## src/rtl/rmbe_pkg.sv

```systemverilog
`timescale 1ns / 1ps
// Shared types and constants for the raster mask boundary edge extractor.
// No dependencies; every other file in rtl imports this package.
package rmbe_pkg;

    localparam int DEF_MAX_WIDTH  = 4096;
    localparam int DEF_MAX_HEIGHT = 4096;

    localparam int CFG_AW  = 4;
    localparam int CFG_DW  = 32;
    localparam int DIM_W   = 13;
    localparam int CLASS_W = 16;
    localparam int POS_W   = 12;

    localparam int S_TDATA_W = 16;
    localparam int M_TDATA_W = 32;

    // Register indexes, taken from paddr[3:2].
    localparam logic [1:0] REG_GRID_WIDTH  = 2'd0;
    localparam logic [1:0] REG_GRID_HEIGHT = 2'd1;
    localparam logic [1:0] REG_MATCH_CLASS = 2'd2;

    typedef enum logic [1:0] {
        SIDE_TOP    = 2'd0,
        SIDE_RIGHT  = 2'd1,
        SIDE_BOTTOM = 2'd2,
        SIDE_LEFT   = 2'd3
    } t_side;

    typedef struct packed {
        logic [DIM_W-1:0]   grid_width;
        logic [DIM_W-1:0]   grid_height;
        logic [CLASS_W-1:0] match_class;
    } t_cfg;

    // Neighborhood of one cell after the line store read.
    typedef struct packed {
        logic             in_mask;
        logic             row_nz;
        logic             left_mask;
        logic             last_col;
        logic             last_row;
        logic [POS_W-1:0] row;
        logic [POS_W-1:0] col;
    } t_cell_info;

endpackage

```

## src/rtl/rmbe_cfg.sv

```systemverilog
`timescale 1ns / 1ps
// Configuration register file behind an APB-style port.
// Depends on rmbe_pkg.
module rmbe_cfg (
    input  logic                       i_clk,
    input  logic                       i_rst_n,
    input  logic                       psel,
    input  logic                       penable,
    input  logic                       pwrite,
    input  logic [rmbe_pkg::CFG_AW-1:0] paddr,
    input  logic [rmbe_pkg::CFG_DW-1:0] pwdata,
    output logic [rmbe_pkg::CFG_DW-1:0] prdata,
    output logic                       pready,
    output rmbe_pkg::t_cfg             o_cfg
);
    import rmbe_pkg::*;

    logic [DIM_W-1:0]   r_grid_width;
    logic [DIM_W-1:0]   r_grid_height;
    logic [CLASS_W-1:0] r_match_class;
    logic [1:0]         w_index;
    logic               w_wr;

    assign pready  = 1'b1;
    assign w_index = paddr[3:2];
    assign w_wr    = psel && penable && pwrite && pready;

    always_ff @(posedge i_clk) begin
        if (!i_rst_n) begin
            r_grid_width  <= DIM_W'(1);
            r_grid_height <= DIM_W'(1);
            r_match_class <= CLASS_W'(1);
        end else if (w_wr) begin
            case (w_index)
                REG_GRID_WIDTH:  r_grid_width  <= pwdata[DIM_W-1:0];
                REG_GRID_HEIGHT: r_grid_height <= pwdata[DIM_W-1:0];
                REG_MATCH_CLASS: r_match_class <= pwdata[CLASS_W-1:0];
                default: ;
            endcase
        end
    end

    always_comb begin
        case (w_index)
            REG_GRID_WIDTH:  prdata = {{(CFG_DW-DIM_W){1'b0}}, r_grid_width};
            REG_GRID_HEIGHT: prdata = {{(CFG_DW-DIM_W){1'b0}}, r_grid_height};
            REG_MATCH_CLASS: prdata = {{(CFG_DW-CLASS_W){1'b0}}, r_match_class};
            default:         prdata = '0;
        endcase
    end

    assign o_cfg.grid_width  = r_grid_width;
    assign o_cfg.grid_height = r_grid_height;
    assign o_cfg.match_class = r_match_class;

endmodule

```

## config.mk

```make
export PLATFORM = sky130hd
export DESIGN_NAME = rmbe_cfg
export DESIGN_NICKNAME = d
export VERILOG_FILES = /design/src/rtl/rmbe_pkg.sv /design/src/rtl/rmbe_cfg.sv
export SDC_FILE = /design/constraint.sdc
export NUM_CORES = 1
export LEC_CHECK = 0
export ABC_AREA = 0
export ABC_CLOCK_PERIOD_IN_PS = 1100
export BUFFER_PORTS_ARGS = -buffer_cell sky130_fd_sc_hd__buf_2
export CAP_MARGIN = 30
export CORE_ASPECT_RATIO = 0.6
export CORE_MARGIN = 10
export CORE_UTILIZATION = 40
export DETAILED_ROUTE_END_ITERATION = 6
export PLACE_DENSITY = 0.76
export SLEW_MARGIN = 25
export SYNTH_ARGS = -nofsm -noshare
export SYNTH_HDL_FRONTEND = slang
export SYNTH_SLANG_ARGS = --single-unit
export TNS_END_PERCENT = 30
```

## constraint.sdc

```tcl
create_clock -name i_clk -period 1.1 [get_ports i_clk]
set_input_delay 0.055 -clock i_clk [delete_from_list [all_inputs] [get_ports i_clk]]
set_output_delay 0.055 -clock i_clk [all_outputs]
set_load 0.01 [all_outputs]
```

==> out/qor.txt <==
Outcome: finished, final reports clean
Number of remaining DRC errors: 0
Synth unique cells: 17
Fin Clk Skew: 0 ps
Vias: 1782
Core ar.: 4731 sq um
Clock share of power: 43.6%
Initial antenna violation count: 0
Clock Tree Root: clkbuf_8
Initial Utilization: 42.87%
Placed cell count: 367
Setup_tns: 0 ps
Combinational power share: 9.8%
Fraction of registers with async set/reset: 0%
Period minus WS final: 1073 ps
Switching part of the total: 22.56%
Main combinational cell family by area after synthesis: multiplexers
Yosys top cell by area: dfxtp_1
NetSw: 0.7538 mW
Depth of the CTS H-tree: 2
Top area cells in the synthesized netlist: dfxtp_1 41%, mux2i_1 27%, nand2_1 12%, buf_4 7.0%, o21ai_0 3.2%
Top cells by instance count after synthesis: 67 x nand2_1, 55 x mux2i_1, 42 x dfxtp_1
Ant. Diodes: 0
Synth Cell Area: 2028 sq um
Clock sinks: 42
Main synth FF type: dfxtp_1
Die height: 75.16 um
CP max FO: 2
Max IR drop VDD: 775.6 uV
Worst R2R Path Depth: 3
Most frequent cell after synthesis: nand2_1
EDFF count, synth: 0
Bufs on Longest Clock Path: 2
Critical path type: reg -> out
Largest net degree at the start of global routing: 34
First-pass GRT wire length: 9108 um
GR Overflow Total: 0
Worst setup EP type: primary output
Leakage power: 1.366 nW
Max Cap Viol: 0
Die W: 111.9 um
FMAX: 0.9317 GHz
Worst path required time: 1040 ps
RSZ-0062 raised after global routing: true
Drt pass-1 iters: 4
CP startpoint kind: flip-flop
CTS tree: done
Power consumption: 3.342 mW
Share of cells above drive strength 1: 42.32%
Mux share of post-synthesis cell area: 27.14%
WL final: 5880 um
Post-layout nets: 359
RD Place Congestion: 0.7706
Seq pwr share: 46.5%
Final Instance Count excl. Fillers: 382
Placed cell areas: 2496 sq um
Mean area per synthesized cell: 9.054 sq um
CP arrival: 1020 ps
Final Cycle Share: 97.57%
Latest clock arrival within the worst-skew pair: 300 ps
CTS clk-pin slew, worst paths: 80 ps
Xor/xnor share of the synthesized area: 0%
GRT Util Overall: 13.57%
CTS Buf Count: 5
Routed Antenna Nets: 0
FP Rows: 19
I/O Pins: 116
Synth Area in Adders: 0%
Synthesized flop and latch total: 42
Post-synth top area share: 41.46%
Port Buf Inserts: 80
Worst Hold Class: in -> reg
Internal: 2.588 mW
Final Slew Violations: 0
Final instance area: 2724 sq um
Die area: 8412 sq um
Drt first-iter violations: 72
Post-synthesis simple-gate area fraction: 16.72%
Cells on Worst Hold Path: 3
Dpl hpwl: 4601 um
DR WL/cell: 15.39 um
Post-synthesis sequential area ratio: 41.46%
Vias per inst: 4.665
PD cells: 1227 nW/um^2
Final setup viols: 0
Synth Area in Compound Gates: 3.208%
Vias in the first global route: 1795
Post-synthesis cell count: 224
P&R area growth vs syn: 34.30%
Ys Warns: 0
Final hold violation count: 0
## layer usage
layer  GRT usage (%)  share of wire [%]  vias up
met5               0                  0        -
li1                -                  -      889
met1           15.93                 45      824
met4           4.342                1.0        0
met3           6.429                 10        7
met2           21.88                 44       62
## timing repair
action / CTS / global route
pin swaps: 0 / 1
setup buffers: 0 / 4
hold endpoints to repair: 3 / 0
resized for setup: 5 / 31
hold buffers: 3 / 0
endpoints found under the setup margin: 4 / 13
## critical path, cell delays in order (launching register included)
cell	delay, ps
dfxtp_2	330
mux2i_1	60
o21ai_1	160
buf_2	160
## layout by cell type, fill, tap and decap left out, drive strengths merged
master	Yosys	final
dlygate4sd3	0	3
clkinv	0	1
dfxtp	42	42
nand2	67	67
nor3b	2	2
buf	25	101
and2	3	3
nor2b	6	6
bufinv	0	2
o21ai	13	13
or3	1	1
nand3	1	1
conb	2	17
clkbuf	7	5
mux2i	55	55
## registers in the layout, indices dropped and copies added (netlist names)
register / count
r_grid_height: 13
r_grid_width: 13
r_match_class: 16
## final timing paths
| check | startpoint | end | slack [ps] |
|---|---|---|---|
| worst max-delay path | r_match_class[5] | prdata[5] | 30 |
| worst min-delay path | pwdata[0] | r_grid_width[0] | 40 |
| worst max register to register | r_grid_width[12] | r_grid_width[12] | 410 |
| worst min register to register | r_match_class[4] | r_match_class[4] | 470 |
## metrics by stage
step                      util (%)  hold slack [ps]  setup slack [ps]
after floorplan                  -            197.1             77.67
after global placement       52.76            306.6             1.845
after detailed placement     52.76            318.2            -41.72
after CTS                    56.41            35.67            0.9766
after global routing         57.58            45.43            -37.48
final                        57.58            37.24             26.68
## cell type report
| type | count | area (sq um) |
|---|---|---|
| fillers | 461 | 2007 |
| multi-input cells | 165 | 1023 |
| flip-flops and latches | 42 | 870.8 |
| repair buffers | 104 | 613.1 |
| well taps | 63 | 78.83 |
| clock buffers | 5 | 68.82 |
| clock inverters | 3 | 68.82 |
## cells by family after synthesis
| family | count (synthesis) |
|---|---|
| AOI/OAI and AO/OA | 13 |
| buffers and inverters | 32 |
| DFF | 42 |
| muxes | 55 |
| other | 2 |
| and+or+nand+nor | 80 |
## power groups by stage
| stage | clock, mW | combinational, mW | sequential (mW) |
|---|---|---|---|
| after CTS | 1.49 | 0.321 | 1.55 |
| after global routing | 1.56 | 0.362 | 1.56 |
| final | 1.46 | 0.328 | 1.56 |
| after detailed placement | 0 | 0.313 | 1.59 |
| after floorplan | 0 | 0.211 | 1.60 |
| after global placement | 0 | 0.309 | 1.59 |
(Power assumes the default switching activity.)
