<file path="src/rtl/rmbe_pkg.sv">
`timescale 1ns / 1ps
// Shared types and constants for the raster mask boundary edge extractor.
// No dependencies; every other file in rtl imports this package.
package rmbe_pkg;

    localparam int DEF_MAX_WIDTH  = 4096;
    localparam int DEF_MAX_HEIGHT = 4096;

    localparam int CFG_AW  = 4;
    localparam int CFG_DW  = 32;
    localparam int DIM_W   = 13;
    localparam int CLASS_W = 16;
    localparam int POS_W   = 12;

    localparam int S_TDATA_W = 16;
    localparam int M_TDATA_W = 32;

    // Register indexes, taken from paddr[3:2].
    localparam logic [1:0] REG_GRID_WIDTH  = 2'd0;
    localparam logic [1:0] REG_GRID_HEIGHT = 2'd1;
    localparam logic [1:0] REG_MATCH_CLASS = 2'd2;

    typedef enum logic [1:0] {
        SIDE_TOP    = 2'd0,
        SIDE_RIGHT  = 2'd1,
        SIDE_BOTTOM = 2'd2,
        SIDE_LEFT   = 2'd3
    } t_side;

    typedef struct packed {
        logic [DIM_W-1:0]   grid_width;
        logic [DIM_W-1:0]   grid_height;
        logic [CLASS_W-1:0] match_class;
    } t_cfg;

    // Neighborhood of one cell after the line store read.
    typedef struct packed {
        logic             in_mask;
        logic             row_nz;
        logic             left_mask;
        logic             last_col;
        logic             last_row;
        logic [POS_W-1:0] row;
        logic [POS_W-1:0] col;
    } t_cell_info;

endpackage

</file>
<file path="src/rtl/rmbe_emit.sv">
`timescale 1ns / 1ps
// Expands one cell's neighborhood into edge transactions, at most one per side, and
// holds them in the output register. Depends on rmbe_pkg.
module rmbe_emit (
    input  logic                            i_clk,
    input  logic                            i_rst_n,
    input  logic                            i_valid,
    input  rmbe_pkg::t_cell_info            i_info,
    input  logic                            i_above,
    output logic                            o_ready,
    output logic                            o_m_tvalid,
    input  logic                            i_m_tready,
    output logic [rmbe_pkg::M_TDATA_W-1:0]  o_m_tdata,
    output logic                            o_m_tlast
);
    import rmbe_pkg::*;

    // Slot order: mask cell -> top, right, bottom, left.
    // Non-mask cell -> bottom of the cell above, right of the cell to the left.
    logic [3:0]       r_pend;
    logic             r_nm;
    logic [POS_W-1:0] r_row0, r_col0, r_row1, r_col1;
    logic             r_valid;
    logic             r_last;
    logic [POS_W-1:0] r_orow, r_ocol;
    t_side            r_oside;

    logic             w_out_free;
    logic             w_emit;
    logic             w_load;
    logic [1:0]       w_idx;
    logic [3:0]       w_rest;
    t_side            w_side;
    logic [3:0]       n_pend;

    always_comb begin
        if (r_pend[0]) begin
            w_idx = 2'd0;
        end else if (r_pend[1]) begin
            w_idx = 2'd1;
        end else if (r_pend[2]) begin
            w_idx = 2'd2;
        end else begin
            w_idx = 2'd3;
        end
        w_rest = r_pend & ~(4'b0001 << w_idx);
        if (r_nm) begin
            w_side = (w_idx == 2'd0) ? SIDE_BOTTOM : SIDE_RIGHT;
        end else begin
            w_side = t_side'(w_idx);
        end
    end

    assign w_out_free = !r_valid || i_m_tready;
    assign w_emit     = (r_pend != 4'b0000) && w_out_free;
    assign o_ready    = (r_pend == 4'b0000) || (w_emit && (w_rest == 4'b0000));
    assign w_load     = i_valid && o_ready;

    always_comb begin
        if (i_info.in_mask) begin
            n_pend = {!i_info.left_mask, i_info.last_row, i_info.last_col, !i_above};
        end else begin
            n_pend = {2'b00, i_info.left_mask, i_above};
        end
    end

    always_ff @(posedge i_clk) begin
        if (w_load) begin
            r_nm   <= !i_info.in_mask;
            r_row1 <= i_info.row;
            r_col0 <= i_info.col;
            r_row0 <= i_info.in_mask ? i_info.row : i_info.row - POS_W'(1);
            r_col1 <= i_info.in_mask ? i_info.col : i_info.col - POS_W'(1);
        end
        if (w_emit) begin
            r_orow  <= (w_idx == 2'd0) ? r_row0 : r_row1;
            r_ocol  <= (w_idx == 2'd0) ? r_col0 : r_col1;
            r_oside <= w_side;
            r_last  <= (w_rest == 4'b0000);
        end
    end

    always_ff @(posedge i_clk) begin
        if (!i_rst_n) begin
            r_pend  <= 4'b0000;
            r_valid <= 1'b0;
        end else begin
            if (w_load) begin
                r_pend <= n_pend;
            end else if (w_emit) begin
                r_pend <= w_rest;
            end
            if (w_emit) begin
                r_valid <= 1'b1;
            end else if (i_m_tready) begin
                r_valid <= 1'b0;
            end
        end
    end

    assign o_m_tvalid = r_valid;
    assign o_m_tlast  = r_last;
    assign o_m_tdata  = {6'd0, r_oside, r_ocol, r_orow};

`ifndef SYNTHESIS
    a_nm_slots: assert property (@(posedge i_clk) disable iff (!i_rst_n)
        !(r_nm && (r_pend[3:2] != 2'b00)))
        else $error("non-mask cell holds mask-only edges");
    a_emit_shows: assert property (@(posedge i_clk) disable iff (!i_rst_n)
        w_emit |=> r_valid)
        else $error("emitted edge not presented");
    a_no_overrun: assert property (@(posedge i_clk) disable iff (!i_rst_n)
        (w_load && (r_pend != 4'b0000)) |-> (w_emit && $onehot(r_pend)))
        else $error("new cell loaded over pending edges");
`endif

endmodule

</file>
<file path="config.mk">
export PLATFORM = sky130hd
export DESIGN_NAME = rmbe_emit
export DESIGN_NICKNAME = d
export VERILOG_FILES = /design/src/rtl/rmbe_pkg.sv /design/src/rtl/rmbe_emit.sv
export SDC_FILE = /design/constraint.sdc
export NUM_CORES = 1
export LEC_CHECK = 0
export BUFFER_PORTS_ARGS = -buffer_cell sky130_fd_sc_hd__buf_2
export CAP_MARGIN = 10
export CORE_MARGIN = 4
export CORE_UTILIZATION = 46
export CTS_CLUSTER_DIAMETER = 40
export DETAILED_ROUTE_END_ITERATION = 8
export PLACE_DENSITY = 0.75
export REMOVE_ABC_BUFFERS = 1
export SLEW_MARGIN = 20
export SYNTH_ARGS = -nofsm -noshare
export SYNTH_HDL_FRONTEND = slang
export SYNTH_SLANG_ARGS = --single-unit
</file>
<file path="constraint.sdc">
create_clock -name i_clk -period 2.7 [get_ports i_clk]
set_input_delay 0.54 -clock i_clk [delete_from_list [all_inputs] [get_ports i_clk]]
set_output_delay 0.54 -clock i_clk [all_outputs]
set_load 0.01 [all_outputs]
</file>
==> results of run 1 <==
==> worst max-delay path: cells and delay by family, from the launching register on <==
| kind | cells | cell delay [ps] |
|---|---|---|
| flops | 1 | 340 |
| simple gates | 1 | 450 |
| fa+ha+maj | 1 | 270 |
| buf+inv | 1 | 140 |
| compound gates | 1 | 70 |
==> layout by cell type (no fill, tap or decap), types with 4 or more instances in the layout <==
cell / n
edfxtp_1: 76
buf_2: 61
mux2_2: 26
xnor2_1: 20
nand2_1: 9
clkbuf_8: 9
nand3_1: 6
conb_1: 6
inv_1: 5
nor2_1: 5
dfxtp_1: 5
nor3_1: 4
nor4_1: 4
nand4b_1: 4
o21ai_1: 4
==> final cells by class <==
type | instances | area (um2) | share of cell area
Inverter | 6 | 22.5 | 0.00555
Timing Repair Buffer | 65 | 360 | 0.0888
Tap cell | 99 | 124 | 0.0305
Clock inverter | 5 | 80.1 | 0.0197
Multi-Input combinational cell | 120 | 960 | 0.236
Clock buffer | 11 | 131 | 0.0324
Sequential cell | 81 | 2380 | 0.587
==> flip-flops by register name (all words and copies together), names as in the netlist <==
name / count
r_ocol: 12
r_nm: 1
r_orow: 12
r_pend: 4
r_row0: 12
r_row1: 12
r_col0: 12
o_m_tvalid: 1
r_col1: 12
o_m_tlast: 1
r_oside: 2
==> worst min-delay path by stage <==
stage,to,slack (ps),startpoint,cells past startpoint
floorplan,r_pend[3],520,r_pend[3],2
global placement,r_ocol[2],520,r_col0[2],1
detailed placement,r_orow[11],530,r_row0[11],1
CTS,r_row1[11],380,i_info[23],1
global route,r_row1[11],370,i_info[23],1
finish,r_row1[11],400,i_info[23],1
==> metrics by stage <==
step	total power, mW	worst slack [ps]	area (um2)	hold slack [ps]
2_1_floorplan	1.74	-21.2	3360	516
3_3_place_gp	1.88	641	3850	524
3_5_place_dp	1.89	641	3850	532
4_1_cts	2.82	536	4060	383
5_1_grt	2.92	412	4060	373
6_report	2.79	549	4060	403
==> logic make-up (layout without fill, tap and decap cells) <==
logic type | after synthesis | count (layout) | synth area share
AO/OA/AOI/OAI | 15 | 15 | 0.0313
XOR/XNOR | 23 | 23 | 0.0586
adder cells (fa/ha/maj) | 3 | 3 | 0.0102
buffers and inverters | 22 | 87 | 0.0342
flip-flops | 81 | 81 | 0.693
multiplexers | 27 | 27 | 0.0881
other | 1 | 6 | 0.00109
AND/OR/NAND/NOR | 46 | 46 | 0.0837
==> routing by layer <==
layer	vias up	part of all wire	GRT usage	wire length (um)
met3	8	0.055	0.0446	310
met1	913	0.42	0.159	2400
met4	0	0.018	0.0649	104
met2	47	0.50	0.230	2850
li1	933	-	-	-
met5	-	0	0	0
==> power by group through the flow <==
stage | logic (mW) | registers [mW] | clock network (mW)
after floorplan | 0.137 | 1.60 | 0
after global placement | 0.316 | 1.57 | 0
after detailed placement | 0.324 | 1.57 | 0
after CTS | 0.326 | 1.54 | 0.955
after global routing | 0.352 | 1.55 | 1.02
final | 0.318 | 1.54 | 0.929
==> flow_metrics.env, run 1 <==
export IMPL_clockBufferDepth=2
export IMPL_finalCritPeriodShare=0.797
export IMPL_maxSlewViolCount=0
export IMPL_yosysSeqAreaShare=0.693
export IMPL_p_leak_nw=1.46
export IMPL_rrSetupSlack_ps=790
export IMPL_dieArea_um2=8920
export IMPL_cts_root_buf="clkbuf_8"
export IMPL_netlist_area_um2=3440
export IMPL_cp_data_arrival_time_ps=1610
export IMPL_drive_gt1_frac=0.396
export IMPL_cp_slowest_cell="nor2b_1"
export IMPL_p_int_mw=2.17
export IMPL_hold_path_class="in -> reg"
export IMPL_cts_resized=0
export IMPL_clk_pin_slew_ps=80
export IMPL_drc=0
export IMPL_start_kind="flip-flop"
export IMPL_finalHoldViolations=0
export IMPL_synth_cell_type_count=36
export IMPL_initial_core_util=0.474
export IMPL_h_tree_depth=3
export IMPL_fin_crit_ps=2150
export IMPL_clk_latency_ps=340
export IMPL_comb_power_share=0.114
export IMPL_fmax_ghz=0.465
export IMPL_wl_per_cell_um=14.6
export IMPL_grt_pass1_wl_um=8980
export IMPL_grt_pass1_vias=1881
export IMPL_tns_ps=0
export IMPL_die_y_um=94.5
export IMPL_synth_top_cell_by_area="edfxtp_1"
export IMPL_cpPeakStageDelay_ps=450
export IMPL_io_buffers=61
export IMPL_vias_per_cell=4.91
export IMPL_p_clk_frac=0.333
export IMPL_seq_power_share=0.553
export IMPL_avgSynthCellArea_um2=15.8
export IMPL_crit_fanout=7
export IMPL_grt_overflow_total=0
export IMPL_endpoint="o_ready"
export IMPL_drt_total_wl_um=5670
export IMPL_finalNonFillerCells=387
export IMPL_path_cells="nor2b_1, maj3_1, o21ai_0, buf_2"
export IMPL_synth_seq_cells=81
export IMPL_routabilityCongestion=0.824
export IMPL_synthCells=218
export IMPL_rsz0062_at_grt="no"
export IMPL_die_w_um=94.5
export IMPL_placementRows=31
export IMPL_cts_setup_buffers=0
export IMPL_crit_type="reg -> out"
export IMPL_design_core_area_um2=7250
export IMPL_numCtsBuffers=9
export IMPL_rr_startpoint="r_pend[3]"
export IMPL_n_antenna_cell=0
export IMPL_synthArstFlopShare=0
export IMPL_yosysWarningCount=0
export IMPL_worst_r2r_endpoint="r_row0[0]"
export IMPL_cts_hold_buf=0
export IMPL_status="complete, no violations"
export IMPL_worstSetupEndpointType="output pin"
export IMPL_yosysMostFrequentCell="edfxtp_1"
export IMPL_ant_nets=0
export IMPL_fill_cells=581
export IMPL_cts_sinks=81
export IMPL_rr_worst_depth=4
export IMPL_grt_max_degree=30
export IMPL_drv_cap=0
export IMPL_area_delta_synth_final_pct=18.1
export IMPL_critPathRequiredTime_ps=2160
export IMPL_finClkSkew_ps=8.58
export IMPL_yosysTopAreaCellShare=0.664
export IMPL_tightest_slew_ps=581
export IMPL_synthTopCellsByArea="edfxtp_1, mux2_2, xnor2_1"
export IMPL_synth_common_cells="edfxtp_1, mux2_2, xnor2_1"
export IMPL_switching_share=0.223
export IMPL_placed_cells=371
export IMPL_peakVddDrop_mv=0.276
export IMPL_initialDrtViolationCount=65
export IMPL_power_density_nw_per_um2=687
export IMPL_power_switching_uw=622
export IMPL_startpoint="o_m_tvalid"
export IMPL_io_pins=69
export IMPL_cts_tree="built"
export IMPL_synth_edff_count=76
export IMPL_antenna_found_initial=0
export IMPL_synth_ff_type="edfxtp_1"
export IMPL_grt_util_all_layers=0.137
export IMPL_utilization=0.560
export IMPL_setup_violations=0
export IMPL_finalNetCount=319
export IMPL_dp_final_hpwl_um=3890
export IMPL_worst_slew_margin_rel=0.609
export IMPL_num_vias=1901
export IMPL_drt_first_pass_iters=4
Power figures use the tool's default switching activity.
==> run 2: changes to the inputs <==
--- a/config.mk
+++ b/config.mk
@@ -11,7 +11,7 @@
 export CORE_UTILIZATION = 46
 export CTS_CLUSTER_DIAMETER = 40
 export DETAILED_ROUTE_END_ITERATION = 8
-export PLACE_DENSITY = 0.75
+export PLACE_DENSITY = 0.77
 export REMOVE_ABC_BUFFERS = 1
 export SLEW_MARGIN = 20
 export SYNTH_ARGS = -nofsm -noshare
==> constraint.sdc (replaced) <==
create_clock -name i_clk -period 1.9 [get_ports i_clk]
set_input_delay 0.38 -clock i_clk [delete_from_list [all_inputs] [get_ports i_clk]]
set_output_delay 0.38 -clock i_clk [all_outputs]
set_load 0.01 [all_outputs]
==> flow_metrics.env, run 2 (synthesis gave the netlist of run 1 again) <==
export IMPL_status="complete, no violations"
export IMPL_worst_slew_margin_rel=0.616
export IMPL_worstSetupEndpointType="output pin"
export IMPL_num_vias=1946
export IMPL_crit_type="reg -> out"
export IMPL_h_tree_depth=3
export IMPL_die_w_um=94.5
export IMPL_dieArea_um2=8920
export IMPL_numCtsBuffers=9
export IMPL_grt_pass1_vias=1868
export IMPL_design_core_area_um2=7250
export IMPL_hold_path_startpoint="i_info[23]"
export IMPL_whs_ps=243
export IMPL_start_kind="flip-flop"
export IMPL_wl_per_cell_um=14.7
export IMPL_n_antenna_cell=0
export IMPL_fmax_ghz=0.541
export IMPL_drive_gt1_frac=0.412
export IMPL_io_pins=69
export IMPL_peakVddDrop_mv=0.356
export IMPL_tns_ps=0
export IMPL_final_cell_mix="edfxtp_1, buf_2, mux2_2, xnor2_1"
export IMPL_initial_core_util=0.474
export IMPL_cts_root_buf="clkbuf_8"
export IMPL_initialDrtViolationCount=59
export IMPL_rsz0062_at_grt="yes"
export IMPL_rrSetupSlack_ps=200
export IMPL_cts_tree="built"
export IMPL_finalHoldViolations=0
export IMPL_clockBufferDepth=2
export IMPL_placed_cells=376
export IMPL_placementRows=31
export IMPL_maxSlewViolCount=0
export IMPL_antenna_found_initial=0
export IMPL_final_common_cell="edfxtp_1"
export IMPL_critPathRequiredTime_ps=1520
export IMPL_startpoint="o_m_tvalid"
export IMPL_cts_sinks=81
export IMPL_drv_cap=0
export IMPL_seq_area_um2=2380
export IMPL_crit_fanout=3
export IMPL_setup_violations=0
export IMPL_fin_crit_ps=1850
export IMPL_dp_final_hpwl_um=4070
export IMPL_rr_startpoint="r_pend[2]"
export IMPL_drt_total_wl_um=5770
export IMPL_finalNetCount=326
export IMPL_grt_overflow_total=0
export IMPL_grt_max_degree=30
export IMPL_finalNonFillerCells=393
export IMPL_die_y_um=94.5
export IMPL_vias_per_cell=4.95
export IMPL_grt_pass1_wl_um=8910
export IMPL_clk_latency_ps=340
export IMPL_routabilityCongestion=0.803
export IMPL_multi_input_area_um2=967
export IMPL_utilization=0.562
export IMPL_postLayoutCellArea_um2=4080
export IMPL_fill_cells=593
export IMPL_io_buffers=61
export IMPL_drc=0
export IMPL_cp_data_arrival_time_ps=1470
export IMPL_p_leak_nw=1.48
export IMPL_dpl_cell_area_um2=3870
export IMPL_hold_path_class="in -> reg"
export IMPL_drt_first_pass_iters=4
export IMPL_clk_pin_slew_ps=70
export IMPL_power_density_nw_per_um2=933
export IMPL_tightest_slew_ps=570
export IMPL_finClkSkew_ps=7.59
export IMPL_cts_hold_buf=0
export IMPL_finalCritPeriodShare=0.973
export IMPL_grt_util_all_layers=0.136
export IMPL_area_delta_synth_final_pct=18.6
export IMPL_ant_nets=0
## run 2: worst max-delay path, cell delays in order (launching register included)
cell and delay [ps]:
dfxtp_2 330, nor2b_4 130, buf_6 110, a2111o_1 340, o21ai_1 80, buf_2 140
## run 2: through the flow
step	power (mW)	setup slack, ps
after floorplan	2.47	-821
after global placement	2.68	254
after detailed placement	2.69	200
after CTS	3.83	24.0
after global routing	3.98	-36.5
final	3.80	51.7
## run 2: layer usage
layer,vias up,share of wire,GRT usage
met5,-,0,0
met4,0,0.029,0.0781
met3,14,0.048,0.0311
met2,56,0.51,0.233
met1,927,0.41,0.155
li1,949,-,-
## run 2: final timing paths
check | cells past startpoint | endpoint
hold / removal | 1 | r_row1[11]
setup reg to reg | 4 | r_col1[9]
hold reg to reg | 1 | r_ocol[11]
setup / recovery | 5 | o_ready
## run 2: final cells by class
cell class	instances	share of cell area
sequential	81	0.585
multi-input combinational	120	0.237
timing repair buffer	72	0.0991
clock buffer	10	0.0313
tap	99	0.0304
clock inverter	5	0.0117
inverter	6	0.00552
## run 2: timing repair
item                                    in CTS  in global routing
buffers inserted                             0                  2
endpoints found under the setup margin       0                  1
resized for setup                            0                  5
## run 2: power breakdown
part	switching, mW	total, mW	internal [mW]
registers	0.0439	2.19	2.15
logic	0.261	0.462	0.201
clock network	0.562	1.15	0.587
total	0.867	3.80	2.94
